<file path="config.mk">
export PLATFORM = sky130hd
export DESIGN_NAME = idll_ram
export DESIGN_NICKNAME = d
export VERILOG_FILES = /design/src/rtl/core/idll_ram.sv
export SDC_FILE = /design/constraint.sdc
export NUM_CORES = 1
export LEC_CHECK = 0
export BUFFER_PORTS_ARGS = -buffer_cell sky130_fd_sc_hd__buf_2
export CAP_MARGIN = 10
export CORE_AREA = 5 5 137 139
export DETAILED_ROUTE_END_ITERATION = 8
export DIE_AREA = 0 0 142 144
export GPL_TIMING_DRIVEN = 1
export PLACE_DENSITY = 0.51
export SLEW_MARGIN = 20
export SYNTH_ARGS = -nofsm -noshare
export SYNTH_HDL_FRONTEND = slang
export SYNTH_SLANG_ARGS = --single-unit
</file>
<file path="constraint.sdc">
create_clock -name clk -period 2.1 [get_ports clk]
set_input_delay 0.42 -clock clk [delete_from_list [all_inputs] [get_ports clk]]
set_output_delay 0.42 -clock clk [all_outputs]
set_load 0.01 [all_outputs]
</file>
<file path="src/rtl/core/idll_ram.sv">
// idll_ram: generic single-write, single-read RAM with registered read data
// no dependencies
module idll_ram #(
	parameter int WIDTH = 8,
	parameter int DEPTH = 16
) (
	input  logic                     clk,
	input  logic                     we,
	input  logic [$clog2(DEPTH)-1:0] waddr,
	input  logic [WIDTH-1:0]         wdata,
	input  logic [$clog2(DEPTH)-1:0] raddr,
	output logic [WIDTH-1:0]         rdata
);

	logic [WIDTH-1:0] mem [DEPTH];

	// write port and registered read port
	always_ff @(posedge clk) begin
		if (we) begin
			mem[waddr] <= wdata;
		end
		rdata <= mem[raddr];
	end

endmodule

</file>
==> flow_metrics.tcl <==
set metrics [dict create \
    p_leak_nw 2.15 \
    cts.clk_slew.worst_paths_ps 60 \
    n_antenna_cell 0 \
    netlist_top_cells_count "edfxtp_1 (128), mux4_2 (18), a22oi_1 (16), mux4_1 (14), nor2_1 (13)" \
    wl_per_cell_um 20.1 \
    clk_path_buf_depth 2 \
    synth_top_family_by_area "multiplexers" \
    synth.area.mux_share_pct 15.0 \
    fin_worst_skew_ps 7.37 \
    syn_to_final_growth_pct 22.8 \
    grt_max_degree 20 \
    chipWidth_um 142 \
    worst_slack_ps 620 \
    avgSynthCellArea_um2 22.5 \
    grt_use_met2_pct 16.9 \
    synth_most_common_cell "edfxtp_1" \
    holdBufCountCts 0 \
    grt.total_usage_pct 11.5 \
    worstHoldStart "wdata[3]" \
    synth-seq-cells 136 \
    syn_inst 229 \
    dpl_worst_slack_ps 179 \
    max_slew_margin_pct 69.9 \
    synth-main-ff-cell "edfxtp_1" \
    yosys.area_share.simple_pct 3.18 \
    synth_edf_count 128 \
    grt_pass1_vias 2596 \
    place_congestion 0.736 \
    slew_violations 0 \
    dp.cells 502 \
    p_per_area_nw_per_um2 1010 \
    final_cells 533 \
    grt_use_met1_pct 15.7 \
    fin_util_pct 36.0 \
    required_ps 2390 \
    drtPass1Iterations 4 \
    clock_latency_ps 410 \
    cp-end-kind "flip-flop" \
    grt-busiest-layer "met2" \
    path_cells "buf_2 > buf_12 > mux4_1 > a22oi_1 > nand2_1" \
    routed-via-count 2444 \
    worst_slew_pin_slew_ps 451 \
    grt_pass1_wl_um 16400 \
    max_freq_mhz 676 \
    io_pins 26 \
    synth_async_sr_flop_share_pct 0 \
    drc 0 \
    rrSetupSlack_ps 670 \
    setup_tns_ps 0 \
    drt_iter0_drc 241 \
    cp_num_buf_inv 2 \
    design.core.area_um2 17500 \
    seq_area_frac_synth_pct 77.8 \
    clock-sinks 136 \
    finalCritPeriodShare_pct 70.5 \
    cp-start-kind "input port" \
    ant_nets 0 \
    cpMaxStageDelayCell "mux4_1" \
    dieArea_um2 20400 \
    r2r_cells 3 \
    finalHoldViolations 0 \
    die_h_um 144 \
    synth_top_cells_by_area "edfxtp_1 (75%), mux4_2 (7.9%), mux4_1 (7.1%)" \
    setup-violations-final 0 \
    cp_max_fo 19 \
    synth_xor_area_share_pct 0 \
    hold_ws_ps 396 \
    rsz0062_at_grt "false" \
    r2r-start "mem[1][3]$_DFFE_PP_" \
    cts_buffers 17 \
    synth_area_leader_cell "edfxtp_1" \
    period_needed_ps 1480 \
    min_to "mem[3][3]$_DFFE_PP_" \
    grt_use_met3_pct 4.07 \
    gr-total-overflow 0 \
    synth_top_area_share_pct 74.7 \
    numPortBuffers 25 \
    dp_hpwl_um 7020 \
    avgViaCountPerCell 4.59 \
    root_buffer "clkbuf_16" \
    synth_warnings 0 \
    rows 49 \
    hold_class "input port to flip-flop" \
    synth_fp_nets 247 \
    synth_compound_area_share_pct 2.33 \
    cts_setup_buffers 0 \
    cpLargestDelayFamily "multiplexers" \
    hold_depth 1 \
    htreeDepth 4 \
    synth_fa_ha_area_share_pct 0 \
    r2r_end "rdata[3]$_DFF_P_" \
    max_cap_viol_count 0 \
    status "finished clean" \
    antenna_found_initial 0 \
    nets 310 \
    wirelength_um 10700 \
    peakVddDrop_uv 609 \
    path_class "input port to flip-flop" \
    drive_gt1_share_pct 32.6 \
    start_util_pct 29.4 \
    post_cts_resized 0 \
    synth_cell_types 19 \
    arrival_ps 1770 \
    critPathMaxStageDelay_ps 560 \
    synth_area_um2 5150 \
    cts_tree "built" \
]
[logic make-up after synthesis]
logic type | Yosys count
AOI/OAI and AO/OA | 16
buffers and inverters | 10
DFF | 136
muxes | 32
and+or+nand+nor | 35
[worst max-delay path by stage]
stage / start / to / slack (ps) / depth (start not counted)
after CTS: raddr[0] / rdata[2]$_DFF_P_ / 620 / 5
final: raddr[0] / rdata[2]$_DFF_P_ / 620 / 5
after floorplan: waddr[2] / mem[0][0]$_DFFE_PP_ / 190 / 2
after global placement: raddr[0] / rdata[1]$_DFF_P_ / 200 / 5
after detailed placement: raddr[0] / rdata[2]$_DFF_P_ / 180 / 5
after global routing: raddr[0] / rdata[2]$_DFF_P_ / 540 / 5
[routing by layer]
layer	routed length, um	vias to the layer above
li1	-	1103
met1	4830	1266
met2	5130	69
met3	699	6
met4	68	0
met5	0	-
[power breakdown]
part           leakage (nW)  internal [W]  total (W)  switching [W]
Combinational         0.638      0.000131   0.000302       0.000171
Sequential             1.22       0.00304    0.00305      0.0000188
Clock                 0.288       0.00196    0.00300        0.00104
Total                  2.15       0.00513    0.00635        0.00123
[per-stage QoR]
stage | area, um^2 | total power [W]
3_3_place_gp | 5730 | 0.00342
2_1_floorplan | 5150 | 0.00327
6_report | 6320 | 0.00635
5_1_grt | 6320 | 0.00659
4_1_cts | 6320 | 0.00643
3_5_place_dp | 5730 | 0.00342
[final cells by class]
class	count	area (um^2)
Clock buffer	20	437
Multi-Input combinational cell	83	1060
Clock inverter	11	155
Tap cell	229	287
Sequential cell	136	4000
Fill cell	1677	11200
Timing Repair Buffer	54	380
[placed cells by master (no fill, tap or decap)]
cell type,instances
dfxtp_1,8
buf_12,3
and2_1,1
mux4_1,14
buf_4,26
nor3_1,4
nand3_1,1
nand2b_1,2
clkbuf_1,3
nor2b_1,1
clkinv_2,4
clkbuf_16,17
a22oi_1,16
nand3b_1,2
and2b_1,1
mux4_2,18
buf_2,25
edfxtp_1,128
or3b_2,1
clkinvlp_4,1
clkinv_1,2
nor2_1,13
nand2_1,9
bufinv_16,4
[state kept, by name, indices dropped and copies added (netlist names)]
signal / cells
mem: 128
rdata: 8
Power figures use the tool's default switching activity.
