<file path="config.mk">
export PLATFORM = sky130hd
export DESIGN_NAME = idll_ctrl
export DESIGN_NICKNAME = d
export VERILOG_FILES = /design/src/rtl/core/idll_pkg.sv /design/src/rtl/core/idll_ctrl.sv
export SDC_FILE = /design/constraint.sdc
export NUM_CORES = 1
export LEC_CHECK = 0
export ABC_CLOCK_PERIOD_IN_PS = 5300
export BUFFER_PORTS_ARGS = -buffer_cell sky130_fd_sc_hd__buf_2
export CORE_UTILIZATION = 30
export CTS_BUF_LIST = sky130_fd_sc_hd__clkbuf_8
export DETAILED_ROUTE_END_ITERATION = 8
export RECOVER_POWER = 100
export REMOVE_ABC_BUFFERS = 1
export SETUP_SLACK_MARGIN = 0.5
export SLEW_MARGIN = 10
export SYNTH_ARGS = -nofsm -noshare
export SYNTH_HDL_FRONTEND = slang
export SYNTH_SLANG_ARGS = --single-unit
export TNS_END_PERCENT = 1
</file>
<file path="constraint.sdc">
create_clock -name clk -period 5.3 [get_ports clk]
set_clock_uncertainty 0.1 [all_clocks]
set_input_delay 0 -clock clk [delete_from_list [all_inputs] [get_ports clk]]
set_output_delay 0 -clock clk [all_outputs]
set_load 0.1 [all_outputs]
</file>
<file path="src/rtl/core/idll_pkg.sv">
// idll_pkg: shared widths, codes and bundle types of the linked list manager
// no dependencies; used by idll_ctrl, the top level, the checker and the bench
package idll_pkg;

	localparam int NODE_COUNT = 1024;
	localparam int LIST_COUNT = 8;
	localparam int IDX_W      = $clog2(NODE_COUNT);
	localparam int LINK_W     = IDX_W + 1;
	localparam int LIST_W     = $clog2(LIST_COUNT);
	localparam int CNT_W      = LINK_W;
	localparam int KIND_W     = 3;
	localparam int STAT_W     = 2;

	typedef logic [IDX_W-1:0]  idx_t;
	typedef logic [LINK_W-1:0] link_t;
	typedef logic [LIST_W-1:0] list_t;
	typedef logic [CNT_W-1:0]  cnt_t;
	typedef logic [KIND_W-1:0] kind_t;
	typedef logic [STAT_W-1:0] stat_t;

	// link value that points nowhere
	localparam link_t NIL = link_t'(NODE_COUNT);
	localparam cnt_t MAX_SIZE_RESET = cnt_t'(NODE_COUNT);

	// operation codes
	localparam kind_t KIND_INS_HEAD = 3'd0;
	localparam kind_t KIND_INS_TAIL = 3'd1;
	localparam kind_t KIND_RM_ITEM  = 3'd2;
	localparam kind_t KIND_RM_HEAD  = 3'd3;
	localparam kind_t KIND_RM_TAIL  = 3'd4;

	// status codes
	localparam stat_t STATUS_OK    = 2'd0;
	localparam stat_t STATUS_FULL  = 2'd1;
	localparam stat_t STATUS_EMPTY = 2'd2;

	// one access to a link memory: write port plus read address
	typedef struct packed {
		logic  we;
		idx_t  waddr;
		link_t wdata;
		idx_t  raddr;
	} link_req_t;

	// one finished result item
	typedef struct packed {
		idx_t  removed_index;
		logic  removed_valid;
		stat_t status;
		cnt_t  list_size;
	} result_t;

endpackage

</file>
<file path="src/rtl/core/idll_ctrl.sv">
// idll_ctrl: operation sequencer, list head and size registers
// depends on idll_pkg; drives the prev and next link memories
module idll_ctrl (
	input  logic                clk,
	input  logic                arst_n,
	input  logic                in_valid,
	output logic                in_stall,
	input  idll_pkg::kind_t     kind,
	input  idll_pkg::list_t     list_id,
	input  idll_pkg::idx_t      item_index,
	input  idll_pkg::cnt_t      max_size,
	output idll_pkg::link_req_t prev_req,
	output idll_pkg::link_req_t next_req,
	input  idll_pkg::link_t     prev_rdata,
	input  idll_pkg::link_t     next_rdata,
	output idll_pkg::result_t   res,
	output logic                res_valid,
	input  logic                res_ready
);

	typedef enum logic [2:0] {
		S_IDLE,
		S_CHECK,
		S_INS_WAIT,
		S_INS_LINK,
		S_RM_HEAD,
		S_RM_ITEM,
		S_RM_CLR,
		S_DONE
	} state_t;

	state_t           state_q;
	idll_pkg::kind_t  kind_q;
	idll_pkg::list_t  list_q;
	idll_pkg::idx_t   item_q;
	idll_pkg::link_t  head_q  [idll_pkg::LIST_COUNT];
	idll_pkg::cnt_t   count_q [idll_pkg::LIST_COUNT];
	idll_pkg::link_t  last_q;
	idll_pkg::idx_t   target_q;
	idll_pkg::idx_t   rm_index_q;
	logic             rm_valid_q;
	idll_pkg::stat_t  status_q;

	idll_pkg::link_t  cur_head;
	idll_pkg::cnt_t   cur_count;
	idll_pkg::link_t  item_link;
	idll_pkg::idx_t   tgt_c;
	logic             full_c;
	logic             empty_c;

	// current list view and decisions
	always_comb begin
		cur_head  = head_q[list_q];
		cur_count = count_q[list_q];
		item_link = {1'b0, item_q};
		full_c    = (cur_count >= max_size);
		empty_c   = (cur_count == '0) || (cur_head == idll_pkg::NIL);
		case (kind_q)
			idll_pkg::KIND_RM_ITEM: tgt_c = item_q;
			idll_pkg::KIND_RM_HEAD: tgt_c = cur_head[idll_pkg::IDX_W-1:0];
			default:                tgt_c = prev_rdata[idll_pkg::IDX_W-1:0];
		endcase
	end

	// link memory accesses
	always_comb begin
		prev_req       = '0;
		next_req       = '0;
		prev_req.raddr = (state_q == S_RM_HEAD) ? tgt_c : cur_head[idll_pkg::IDX_W-1:0];
		next_req.raddr = prev_req.raddr;
		case (state_q)
			S_CHECK: begin
				// first node of an empty ring points at itself
				if ((kind_q == idll_pkg::KIND_INS_HEAD || kind_q == idll_pkg::KIND_INS_TAIL)
						&& !full_c && cur_head == idll_pkg::NIL) begin
					prev_req.we    = 1'b1;
					prev_req.waddr = item_q;
					prev_req.wdata = item_link;
					next_req.we    = 1'b1;
					next_req.waddr = item_q;
					next_req.wdata = item_link;
				end
			end
			S_INS_WAIT: begin
				prev_req.we    = 1'b1;
				prev_req.waddr = item_q;
				prev_req.wdata = prev_rdata;
				next_req.we    = 1'b1;
				next_req.waddr = item_q;
				next_req.wdata = cur_head;
			end
			S_INS_LINK: begin
				prev_req.we    = 1'b1;
				prev_req.waddr = cur_head[idll_pkg::IDX_W-1:0];
				prev_req.wdata = item_link;
				next_req.we    = (last_q < idll_pkg::NIL);
				next_req.waddr = last_q[idll_pkg::IDX_W-1:0];
				next_req.wdata = item_link;
			end
			S_RM_ITEM: begin
				// bridge the neighbors of the removed node
				next_req.we    = (prev_rdata < idll_pkg::NIL);
				next_req.waddr = prev_rdata[idll_pkg::IDX_W-1:0];
				next_req.wdata = next_rdata;
				prev_req.we    = (next_rdata < idll_pkg::NIL);
				prev_req.waddr = next_rdata[idll_pkg::IDX_W-1:0];
				prev_req.wdata = prev_rdata;
			end
			S_RM_CLR: begin
				prev_req.we    = 1'b1;
				prev_req.waddr = target_q;
				prev_req.wdata = idll_pkg::NIL;
				next_req.we    = 1'b1;
				next_req.waddr = target_q;
				next_req.wdata = idll_pkg::NIL;
			end
			default: begin
			end
		endcase
	end

	// sequencer, list registers and result fields
	always_ff @(posedge clk or negedge arst_n) begin
		if (!arst_n) begin
			state_q    <= S_IDLE;
			kind_q     <= '0;
			list_q     <= '0;
			item_q     <= '0;
			last_q     <= '0;
			target_q   <= '0;
			rm_index_q <= '0;
			rm_valid_q <= 1'b0;
			status_q   <= idll_pkg::STATUS_OK;
			for (int i = 0; i < idll_pkg::LIST_COUNT; i++) begin
				head_q[i]  <= idll_pkg::NIL;
				count_q[i] <= '0;
			end
		end else begin
			unique case (state_q)
				S_IDLE: begin
					if (in_valid) begin
						kind_q  <= kind;
						list_q  <= list_id;
						item_q  <= item_index;
						state_q <= S_CHECK;
					end
				end
				S_CHECK: begin
					rm_index_q <= '0;
					rm_valid_q <= 1'b0;
					status_q   <= idll_pkg::STATUS_OK;
					unique case (kind_q) inside
						idll_pkg::KIND_INS_HEAD, idll_pkg::KIND_INS_TAIL: begin
							if (full_c) begin
								status_q <= idll_pkg::STATUS_FULL;
								state_q  <= S_DONE;
							end else if (cur_head == idll_pkg::NIL) begin
								head_q[list_q]  <= item_link;
								count_q[list_q] <= cur_count + 1'b1;
								state_q         <= S_DONE;
							end else begin
								state_q <= S_INS_WAIT;
							end
						end
						idll_pkg::KIND_RM_ITEM, idll_pkg::KIND_RM_HEAD,
						idll_pkg::KIND_RM_TAIL: begin
							if (empty_c) begin
								status_q <= idll_pkg::STATUS_EMPTY;
								state_q  <= S_DONE;
							end else begin
								state_q <= S_RM_HEAD;
							end
						end
						default: begin
							state_q <= S_DONE;
						end
					endcase
				end
				S_INS_WAIT: begin
					last_q  <= prev_rdata;
					state_q <= S_INS_LINK;
				end
				S_INS_LINK: begin
					if (kind_q == idll_pkg::KIND_INS_HEAD) begin
						head_q[list_q] <= item_link;
					end
					count_q[list_q] <= cur_count + 1'b1;
					state_q         <= S_DONE;
				end
				S_RM_HEAD: begin
					// head links are on the read port now
					target_q <= tgt_c;
					if (kind_q == idll_pkg::KIND_RM_TAIL && prev_rdata == idll_pkg::NIL) begin
						status_q <= idll_pkg::STATUS_EMPTY;
						state_q  <= S_DONE;
					end else if (prev_rdata == cur_head && next_rdata == cur_head) begin
						head_q[list_q] <= idll_pkg::NIL;
						state_q        <= S_RM_CLR;
					end else begin
						state_q <= S_RM_ITEM;
					end
				end
				S_RM_ITEM: begin
					if ({1'b0, target_q} == cur_head) begin
						head_q[list_q] <= next_rdata;
					end
					state_q <= S_RM_CLR;
				end
				S_RM_CLR: begin
					count_q[list_q] <= cur_count - 1'b1;
					rm_valid_q      <= 1'b1;
					rm_index_q      <= target_q;
					state_q         <= S_DONE;
				end
				S_DONE: begin
					if (res_ready) begin
						state_q <= S_IDLE;
					end
				end
				default: begin
					state_q <= S_IDLE;
				end
			endcase
		end
	end

	// result item and input stall
	always_comb begin
		res.removed_index = rm_index_q;
		res.removed_valid = rm_valid_q;
		res.status        = status_q;
		res.list_size     = cur_count;
	end

	assign res_valid = (state_q == S_DONE);
	assign in_stall  = (state_q != S_IDLE);

endmodule

</file>
==> metrics.md <==
| Metric | Value |
|---|---|
| Status | `finished with violations` |
| Failing checks | `capacitance limit, slew limit` |
| Initial antenna violation count | `0` |
| Setup ws final | `~0.43 ns` |
| Via count | `about 9700` |
| Cell mode on critical path | `buf_12` |
| Largest net degree at the start of global routing | `between 100 and 150` |
| Hold path startpoint | `next_rdata[2]` |
| Yosys reg bits | `229` |
| Post-DP HPWL | `26330 um` |
| Final Setup Violations | `0` |
| Relative slew slack | `-134.9%` |
| Drt wl/cell | `20.39 um` |
| Vias per Instance | `between 5 and 6` |
| Worst-case clock buffer depth | `3` |
| Area growth syn-to-layout | `23.73%` |
| RSZ-0062 raised after global routing | `true` |
| WL met2 | `17940 um` |
| Layout cells sized above 1 | `32.32%` |
| Setup TNS | `0 ns` |
| GPL Wtd Cong | `approximately 0.83` |
| Sequential-to-total area share from yosys stat | `44.74%` |
| Worst setup EP type | `output pin` |
| Dpl cell area | `about 15000 um^2` |
| Row cnt | `75` |
| Met3 Wirelength | `1993 um` |
| Worst slew pin tran | `3.524 ns` |
| Largest cells by area after synthesis | `dfrtp_1 (43%), mux2_2 (13%), mux2_4 (6.1%)` |
| Number of global-route vias before repair | `10180` |
| Fraction of registers with async set/reset | `100.0%` |
| I/O pins | `~140` |
| CP cell instances | `buf_12 -> buf_12 -> mux4_2 -> mux2i_1 -> buf_4 -> inv_1 -> ha_1 -> a21o_1 -> a2111oi_0 -> o21ai_0 -> a31oi_1 -> buf_6 -> a31o_4 -> buf_12 -> nand2_1 -> nand2_1 -> clkbuf_2` |
| Min cycle time layout | `4.869 ns` |
| Post-layout util | `a little under two fifths` |
| Crit Path Max Fanout | `8` |
| Nets | `1349` |
| Clock Pin Slew Worst Setup and Hold Paths | `0.07 ns` |
| Count of flip-flops with a built-in enable after synthesis | `0` |
| Post-route cell area | `15880 um^2` |
| Hold crit path type | `input pin to flip-flop` |
| Kind of critical path | `flip-flop to output pin` |
| Initial DRT Pass Iterations | `7` |
| First-pass GRT wire length | `59510 um` |
| Core area | `42040 um^2` |
| Fin crit share | `slightly above 90%` |
| Drt first-iter violations | `637` |
| Critical Path Source | `list_q[0]` |
| Yosys cell types | `66` |
| Max incr delay on CP | `0.49 ns` |
| Inserted Diodes | `0` |
| Commonest non-fill, non-tap cell in the layout | `dfrtp_1` |
| Pre-CTS setup slack | `0.2337 ns` |
| Leading register cell type out of synthesis | `dfrtp_1` |
| Wl on met1 | `16560 um` |
| Root buffer cell | `clkbuf_8` |
| Synth warn | `0` |
| Worst EP required | `5.20 ns` |
| Die height | `208.8 um` |
| Die width | `208.8 um` |
| Final Max Tran Viols | `317` |
| Remaining DRCs | `0` |
| Critical path buffers and inverters | `7` |
| Critical path's slowest cell | `dfrtp_4` |
| Drt total wl | `37800 um` |
| Top cell family by delay on the critical path | `compound AO/OA/AOI/OAI gates` |
| Die Footprint | `43600 um^2` |
| Port-buffer cells | `142` |
| Grt total ovfl | `0` |
| Data arrival, critical path | `4.77 ns` |
| Max Freq | `about 0.21 GHz` |
| CTS tree | `built` |
| Clk Latency, worst-skew pair | `0.58 ns` |
| Routed Antenna Nets | `0` |
| Fin. Hold Viols | `0` |
| Reg-to-Reg Start | `list_q[0]` |
| Overall Global Routing Usage | `17.43%` |
| Initial Util | `30.52%` |
| Gate Count Post-Synth | `1073` |
| Commonest non-fill, non-tap cells in the layout | `dfrtp_1 (218), mux2_2 (153), nand2_1 (111)` |
| CTS Sinks | `229` |
| Cell area after synthesis | `around 13000 um^2` |
| H-tree levels | `2` |
| Worst Setup Start Kind | `flip-flop` |
| Cell taking the most area after synthesis | `dfrtp_1` |
| Max_cap viols | `5` |
| CTS Buf Count | `42` |
| Avg Cell Area, Syn | `about 12 um^2` |
| Top cell type's share of synthesized area | `43.10%` |
| Highest Signal Layer | `met4` |
## final cells by class
cell class / count / area [um^2]
inverter: 31 / 116.4
clock buffer: 46 / 633.1
clock inverter: 30 / 156.4
sequential: 229 / 5749
timing repair buffer: 242 / 2141
multi-input combinational: 737 / 6406
tap: 539 / 674.4
fill: 4157 / 26160
## final timing paths
path | endpoint | cells after the start | slack, ns
min | head_q[57] | 4 | 0.02
max in group asynchronous | item_q[3] | 4 | 1.20
min in group asynchronous | count_q[4] | 4 | 1.27
max reg2reg | count_q[59] | 16 | 0.43
min reg2reg | head_q[26] | 1 | 0.38
max | prev_req[10] | 17 | 0.43
## what timing repair did
action | CTS | global route
hold buffers | 39 | 0
endpoints found under the hold margin | 159 | 0
endpoints found under the setup margin | 163 | 29
buffers inserted | 5 | 5
resized for setup | 9 | 10
pin swaps | 1 | 2
## tightest hold or removal path, stage by stage
cell and delay (ns):
buf_2 0.10, nand2_1 0.08, nand2_1 0.28, mux2_4 0.21
## per-layer routing
metal / vias to the layer above / track usage (%)
met5: - / 0
met4: 0 / 6.998
met3: 86 / 2.931
met2: 314 / 28.43
met1: 4909 / 22.95
li1: 4387 / -
## Yosys cell counts, types with 14 or more instances
cell	number
xnor2_1	14
mux2i_1	53
mux2_2	153
a21o_1	14
o21ai_0	36
nor2_1	40
mux2_4	52
o211ai_1	16
clkbuf_1	36
a211oi_1	16
dfrtp_1	221
inv_1	31
a22o_1	25
nand2_1	111
nand3_1	15
a221o_1	19
mux4_2	24
## per-stage QoR
| step | hold WS [ns] | instances |
|---|---|---|
| 2_1_floorplan | -0.3956 | 997 |
| 3_3_place_gp | -0.04423 | 1729 |
| 6_report | 0.02158 | 1854 |
| 4_1_cts | 0.007270 | 1849 |
| 3_5_place_dp | -0.04487 | 1729 |
| 5_1_grt | 0.03382 | 1854 |
## state kept, by name, summed over array words and instances, names as in the netlist
name        flops
item_q         10
status_q        2
kind_q          3
target_q       10
last_q         11
rm_index_q     10
rm_valid_q      1
count_q        88
head_q         88
state_q         3
list_q          3
## kinds of logic after synthesis
group | Yosys count | share of synthesized area [%]
buffers and inverters | 107 | 4.281
muxes | 285 | 28.30
AOI/OAI and AO/OA | 189 | 11.82
adders and majority gates | 13 | 1.268
DFF | 229 | 44.74
xor gates and xnor gates | 19 | 1.297
and+or+nand+nor | 231 | 8.298
Power is left out: the tool's default activity adds up to more than one toggle a clock period on the data nets, which glitch-free logic cannot reach.
